==> config.mk <==
export PLATFORM = sky130hd
export DESIGN_NAME = sglu_ctrl
export DESIGN_NICKNAME = d
export VERILOG_FILES = /design/src/sglu_pkg.sv /design/src/sglu_ctrl.sv
export SDC_FILE = /design/constraint.sdc
export NUM_CORES = 1
export LEC_CHECK = 0
export BUFFER_PORTS_ARGS = -buffer_cell sky130_fd_sc_hd__buf_2
export CORE_MARGIN = 2
export CORE_UTILIZATION = 34
export CTS_BUF_LIST = sky130_fd_sc_hd__clkbuf_8
export DETAILED_ROUTE_END_ITERATION = 16
export GPL_ROUTABILITY_DRIVEN = 0
export PLACE_DENSITY = 0.54
export SLEW_MARGIN = 15
export SYNTH_ARGS = -nofsm -noshare
export SYNTH_HDL_FRONTEND = slang
export SYNTH_SLANG_ARGS = --single-unit
==> constraint.sdc <==
create_clock -name clk -period 1.9 [get_ports clk]
set_input_delay 0.095 -clock clk [delete_from_list [all_inputs] [get_ports clk]]
set_output_delay 0.095 -clock clk [all_outputs]
set_load 0.01 [all_outputs]
==> src/sglu_pkg.sv <==
// shared types, constants and codes of the stereo gain upsampler
`timescale 1ns / 1ps
package sglu_pkg;

  localparam int UPSAMPLE = 16;
  localparam int PH_W     = $clog2(UPSAMPLE);
  localparam int SAMPLE_W = 16;
  localparam int GAIN_W   = 10;
  localparam int NCHAN    = 3;

  localparam logic [GAIN_W-1:0] GAIN_MAX   = 10'd704;
  localparam logic [GAIN_W-1:0] GAIN_UNITY = 10'd256;

  // channel coefficients in hundredths: left, left, right
  localparam int COEF_W = 8;
  localparam logic [COEF_W-1:0] COEF [NCHAN] = '{8'd135, 8'd165, 8'd155};

  // scaling: |x * g * coef| / 25600, done as (>> 8) then / 100
  localparam int GC_W        = GAIN_W + COEF_W;
  localparam int PROD_W      = SAMPLE_W + GC_W + 1;
  localparam int MAG_W       = 32;
  localparam int SCALE_SHIFT = 8;
  localparam int V_W         = MAG_W - SCALE_SHIFT;
  localparam int SCALE_DIV   = 100;
  localparam logic [V_W-1:0] V_LIMIT = V_W'(SCALE_DIV * 32768);
  localparam int VLO_W       = 22;
  localparam int REC_SHIFT   = 31;
  localparam int REC_W       = 25;
  localparam logic [REC_W-1:0] REC_DIV = REC_W'((64'd1 << REC_SHIFT) / SCALE_DIV);
  localparam int QE_W        = 16;

  // interpolation accumulator and divide by the phase count
  localparam int ACC_W   = SAMPLE_W + PH_W + 1;
  localparam int DELTA_W = SAMPLE_W + 1;
  localparam int RK      = ACC_W + PH_W + 1;
  localparam int RECU_W  = RK - PH_W + 2;
  localparam logic [RECU_W-1:0] REC_UP =
    RECU_W'(((64'd1 << RK) + UPSAMPLE - 1) / UPSAMPLE);
  localparam int QPRD_W  = ACC_W + RECU_W;

  typedef struct packed {
    logic signed [SAMPLE_W-1:0] left_sample;
    logic signed [SAMPLE_W-1:0] right_sample;
    logic                       burst_last;
  } in_t;

  typedef struct packed {
    logic signed [SAMPLE_W-1:0] chan_one;
    logic signed [SAMPLE_W-1:0] chan_two;
    logic signed [SAMPLE_W-1:0] chan_three;
    logic                       run_last;
    logic                       burst_end;
  } out_t;

  typedef enum logic [3:0] {
    S_IDLE,
    S_GAIN,
    S_MUL,
    S_DIV,
    S_FIX,
    S_PREP,
    S_EMIT_LERP,
    S_PREP_COPY,
    S_EMIT_COPY
  } state_t;

  typedef struct packed {
    logic load;
    logic gain;
    logic mul;
    logic div;
    logic fix;
    logic hold;
    logic prep_lerp;
    logic prep_copy;
    logic emit;
    logic run_last;
    logic burst_end;
  } cmd_t;

  typedef struct packed {
    logic have_held;
    logic blast;
    logic out_free;
  } stat_t;

endpackage

==> src/sglu_ctrl.sv <==
// sequencer of the stereo gain upsampler: scaling steps and phase runs
`timescale 1ns / 1ps
module sglu_ctrl import sglu_pkg::*; (
  input  logic  clk,
  input  logic  rst_n,
  input  logic  in_valid,
  output logic  in_stall,
  input  stat_t stat_i,
  output cmd_t  cmd_o
);

  localparam logic [PH_W-1:0] PH_LAST = PH_W'(UPSAMPLE - 1);

  state_t          state_r, state_nxt;
  logic [PH_W-1:0] ph_r, ph_nxt;
  logic            ph_end;
  logic            emitting;

  assign ph_end   = (ph_r == PH_LAST);
  assign emitting = (state_r == S_EMIT_LERP || state_r == S_EMIT_COPY) && stat_i.out_free;

  always_ff @(posedge clk) begin
    if (!rst_n) begin
      state_r <= S_IDLE;
      ph_r    <= '0;
    end else begin
      state_r <= state_nxt;
      ph_r    <= ph_nxt;
    end
  end

  always_comb begin
    state_nxt = state_r;
    ph_nxt    = ph_r;
    if (emitting) begin
      ph_nxt = ph_end ? '0 : ph_r + PH_W'(1);
    end
    case (state_r)
      S_IDLE: begin
        if (in_valid) state_nxt = S_GAIN;
      end
      S_GAIN: state_nxt = S_MUL;
      S_MUL:  state_nxt = S_DIV;
      S_DIV:  state_nxt = S_FIX;
      S_FIX:  state_nxt = S_PREP;
      S_PREP: begin
        if (stat_i.have_held) state_nxt = S_EMIT_LERP;
        else if (stat_i.blast) state_nxt = S_EMIT_COPY;
        else state_nxt = S_IDLE;
      end
      S_EMIT_LERP: begin
        if (stat_i.out_free && ph_end) begin
          state_nxt = stat_i.blast ? S_PREP_COPY : S_IDLE;
        end
      end
      S_PREP_COPY: state_nxt = S_EMIT_COPY;
      S_EMIT_COPY: begin
        if (stat_i.out_free && ph_end) state_nxt = S_IDLE;
      end
      default: state_nxt = S_IDLE;
    endcase
  end

  always_comb begin
    cmd_o    = '0;
    in_stall = (state_r != S_IDLE);
    case (state_r)
      S_IDLE: cmd_o.load = in_valid;
      S_GAIN: cmd_o.gain = 1'b1;
      S_MUL:  cmd_o.mul  = 1'b1;
      S_DIV:  cmd_o.div  = 1'b1;
      S_FIX:  cmd_o.fix  = 1'b1;
      S_PREP: begin
        cmd_o.hold      = 1'b1;
        cmd_o.prep_lerp = stat_i.have_held;
        cmd_o.prep_copy = !stat_i.have_held && stat_i.blast;
      end
      S_EMIT_LERP: begin
        cmd_o.emit     = stat_i.out_free;
        cmd_o.run_last = ph_end && !stat_i.blast;
      end
      S_PREP_COPY: cmd_o.prep_copy = 1'b1;
      S_EMIT_COPY: begin
        cmd_o.emit      = stat_i.out_free;
        cmd_o.run_last  = ph_end;
        cmd_o.burst_end = ph_end;
      end
      default: cmd_o = '0;
    endcase
  end

  // a result is only pushed into a free output register
  a_emit_free: assert property (@(posedge clk) disable iff (!rst_n)
    cmd_o.emit |-> stat_i.out_free)
    else $error("result pushed while output register busy");

  // every run starts at phase zero
  a_idle_phase: assert property (@(posedge clk) disable iff (!rst_n)
    (state_r == S_IDLE || state_r == S_PREP || state_r == S_PREP_COPY) |-> ph_r == '0)
    else $error("phase counter not cleared between runs");

  // the copy run is the end of a burst and frees the input
  a_copy_done: assert property (@(posedge clk) disable iff (!rst_n)
    (state_r == S_EMIT_COPY && cmd_o.emit && ph_end) |=> state_r == S_IDLE)
    else $error("copy run did not end the frame");

  // a copy run always follows a burst-last frame
  a_copy_blast: assert property (@(posedge clk) disable iff (!rst_n)
    cmd_o.prep_copy |-> stat_i.blast)
    else $error("copy run without burst-last frame");

endmodule

==> qor.txt <==
====================================================================================
Number of top-level pins                                                          18
Final critical delay including setup and external delays                     1690 ps
Number of failing setup endpoints in the final timing report                       0
Starting density of the core                                                   0.356
Crit path DAT                                                                1600 ps
#FFs+latches synth                                                                 8
Number of hold buffers added after cts                                             0
Max Transition Viols Final                                                         0
Internal Power                                                              0.354 mW
Global-route wire length before repair                                       2250 um
Area share of the leading cell type in the synthesized netlist                 0.266
Run status                                                                 completed
Floorplan die width                                                          46.1 um
Destination of the critical timing path                                     cmd_o[1]
Post-Syn Instances                                                                79
GRT Total Usage                                                                0.148
Number of max-cap violations                                                       0
Worst IR drop on VDD                                                        0.421 mV
CTS tree                                                                         yes
Antenna-violating nets left                                                        0
Max transition margin                                                          0.672
CTS resizes                                                                        0
TritonCTS Buffers                                                                  3
Final cycle utilization of the critical path                                   0.890
Critical Path Sink Type                                                 primary output
Maximum fanout encountered on the critical timing path                            10
Number of clock sinks                                                              8
Seq/Total Area, Yosys                                                          0.266
Class of the most critical hold timing path                                   in2reg
WS Path Type                                                                 reg2out
Register-to-Register Setup Slack                                              410 ps
Standard-cell row count                                                           15
Proportion of synthesized flip-flops having asynchronous set or reset              0
Final hold violations                                                              0
Die height                                                                   46.1 um
Starting DRC count in detailed routing                                             2
Largest net degree at the start of global routing                                 18
Via density per instance                                                        5.63
Sw Pwr                                                                      0.129 mW
Non-Filler Cell Area, Final                                                  726 um2
Hold slack                                                                    210 ps
Antenna violations before repair                                                   0
Sum of negative setup slack                                                     0 ps
Power Density                                                             665 nW/um2
Area added between synthesis and finish                                        20.6%
Power consumption                                                           0.483 mW
First-pass iteration count of the detailed router                                  4
CTS Root Buffer Type                                                        clkbuf_8
WL per Instance                                                              12.5 um
Total via count in the routed design                                             625
RSZ-0062 raised after global routing                                           false
Worst Tran Pin Value                                                          492 ps
Fraction of power consumed by combinational cells                              0.162
Grt total ovfl                                                                     0
Area of the die                                                             2120 um2
HP Start                                                                       rst_n
Cell count of the worst reg-to-reg path                                            3
Clock skew                                                                   5.22 ps
Layout cell share with drive strength beyond 1                                 0.234
Startpoint class of the critical path                                      flip-flop
Final Util                                                                     0.430
CTS clock-pin slew for the worst setup and hold paths                          40 ps
Diode insertion count for antenna repair                                           0
Setup crit start                                                          state_r[3]
Final WL                                                                     1380 um
Number of warning messages in the yosys log                                        0
Number of buffers on the longest clock path                                        2
Clock network power share                                                      0.413
Post-Synthesis Cell Area                                                     602 um2
Placed Instance Area                                                         684 um2
Vias in the first global route                                                   533
Number of enable-type register cells in the synthesized netlist                    0
Average cell area after synthesis                                           7.62 um2
Highest attainable clock frequency                                           591 MHz
Flip-flop cell with the highest count after synthesis                        dfxtp_1
Worst r2r dst                                                                ph_r[2]
Cell taking the most area after synthesis                                    dfxtp_1
Skew-Pair Late Insertion Delay                                                230 ps
Static Leak                                                                 0.308 nW
Setup Buffers After CTS                                                            0
DRC violations left                                                                0
Top area cells in the synthesized netlist                               dfxtp_1 27%, nand2b_1 6.2%, mux2i_1 5.0%
Hpwl dp                                                                      1040 um
Count of H-tree levels built during CTS                                            1
Net total in the final layout                                                    103
Startpoint of the worst register-to-register path                         state_r[3]
Count of different cell masters after synthesis                                   31
Standard cell core area                                                     1690 um2
Quantity of I/O buffers inserted on ports                                         17
Required @ worst endpoint                                                    1800 ps
Switching share of total power                                                 0.266
Fraction of power consumed by sequential logic                                 0.425
Net count after synthesis                                                         86
====================================================================================
[cells in the mapped netlist (2+ instances only)]
library cell	count
dfxtp_1	8
nand4_1	4
nand3_1	5
and3_1	3
o21ai_0	3
nor3_1	3
nand3b_1	4
nor3b_1	2
clkbuf_1	3
nand2_1	7
nor2_1	4
mux2i_1	3
inv_1	4
nor2b_1	4
nand2b_1	6
[cells in the final DEF (no fill, tap or decap)]
cell / instances
nor4_1: 1
mux2i_1: 3
nor4bb_1: 1
nor2b_1: 4
a21oi_2: 1
and2_1: 1
nand4_1: 4
ha_1: 1
nand2_1: 7
nand3b_1: 4
inv_1: 4
or3b_4: 1
nand3_1: 5
nor2_1: 4
a22oi_1: 1
clkbuf_8: 3
a211oi_1: 1
or4_1: 1
nand2b_1: 6
and3_1: 3
o211ai_1: 1
o2111a_1: 1
nor3_1: 3
nor3b_1: 2
dfxtp_1: 8
buf_2: 17
o21a_1: 1
a2111o_1: 1
o21ai_0: 3
o311a_1: 1
[critical path, cell delays in order, from the launching register on]
cell and delay (ps):
dfxtp_1 470, or3b_4 460, o21ai_0 80, nor3b_1 200, buf_2 170
[flip-flops by register name, indices dropped and copies added, names as in the netlist]
register	flops
ph_r	4
state_r	4
[cell families after synthesis]
group,synth area share
AND/OR/NAND/NOR,0.455
multiplexers,0.0499
adder cells (fa/ha/maj),0.0208
flip-flops,0.266
AO/OA/AOI/OAI,0.143
buffers and inverters,0.0644
[area by class of cell]
| type | instances | area [um2] |
|---|---|---|
| clock buffer | 3 | 41.3 |
| fill | 181 | 963 |
| inverter | 4 | 15.0 |
| multi-input combinational | 62 | 403 |
| sequential | 8 | 160 |
| tap | 17 | 21.3 |
| timing repair buffer | 17 | 85.1 |
[stage by stage]
step / setup WS, ps / instances
finish: 209 / 111
global route: 113 / 111
CTS: 215 / 111
detailed placement: 447 / 108
global placement: 475 / 108
floorplan: 559 / 79
[routing by layer]
layer	wire (um)	track usage	up-vias
li1	-	-	318
met1	666	0.190	285
met2	615	0.233	20
met3	80	0.0235	2
met4	19	0.0857	0
met5	0	0	-
[power groups by stage]
stage	combinational, mW	sequential [mW]	clock (mW)
finish	0.0781	0.205	0.199
detailed placement	0.0781	0.208	0
floorplan	0.0637	0.193	0
global placement	0.0783	0.207	0
global route	0.0884	0.209	0.217
CTS	0.0786	0.205	0.206
[how the worst min path moves through the flow]
stage	end	slack [ps]	cells past startpoint
final	state_r[3]	210	2
after global placement	state_r[3]	440	2
after global routing	state_r[3]	240	2
after CTS	state_r[3]	200	2
after floorplan	ph_r[2]	250	2
after detailed placement	state_r[3]	450	2
Power figures use the tool's default switching activity.
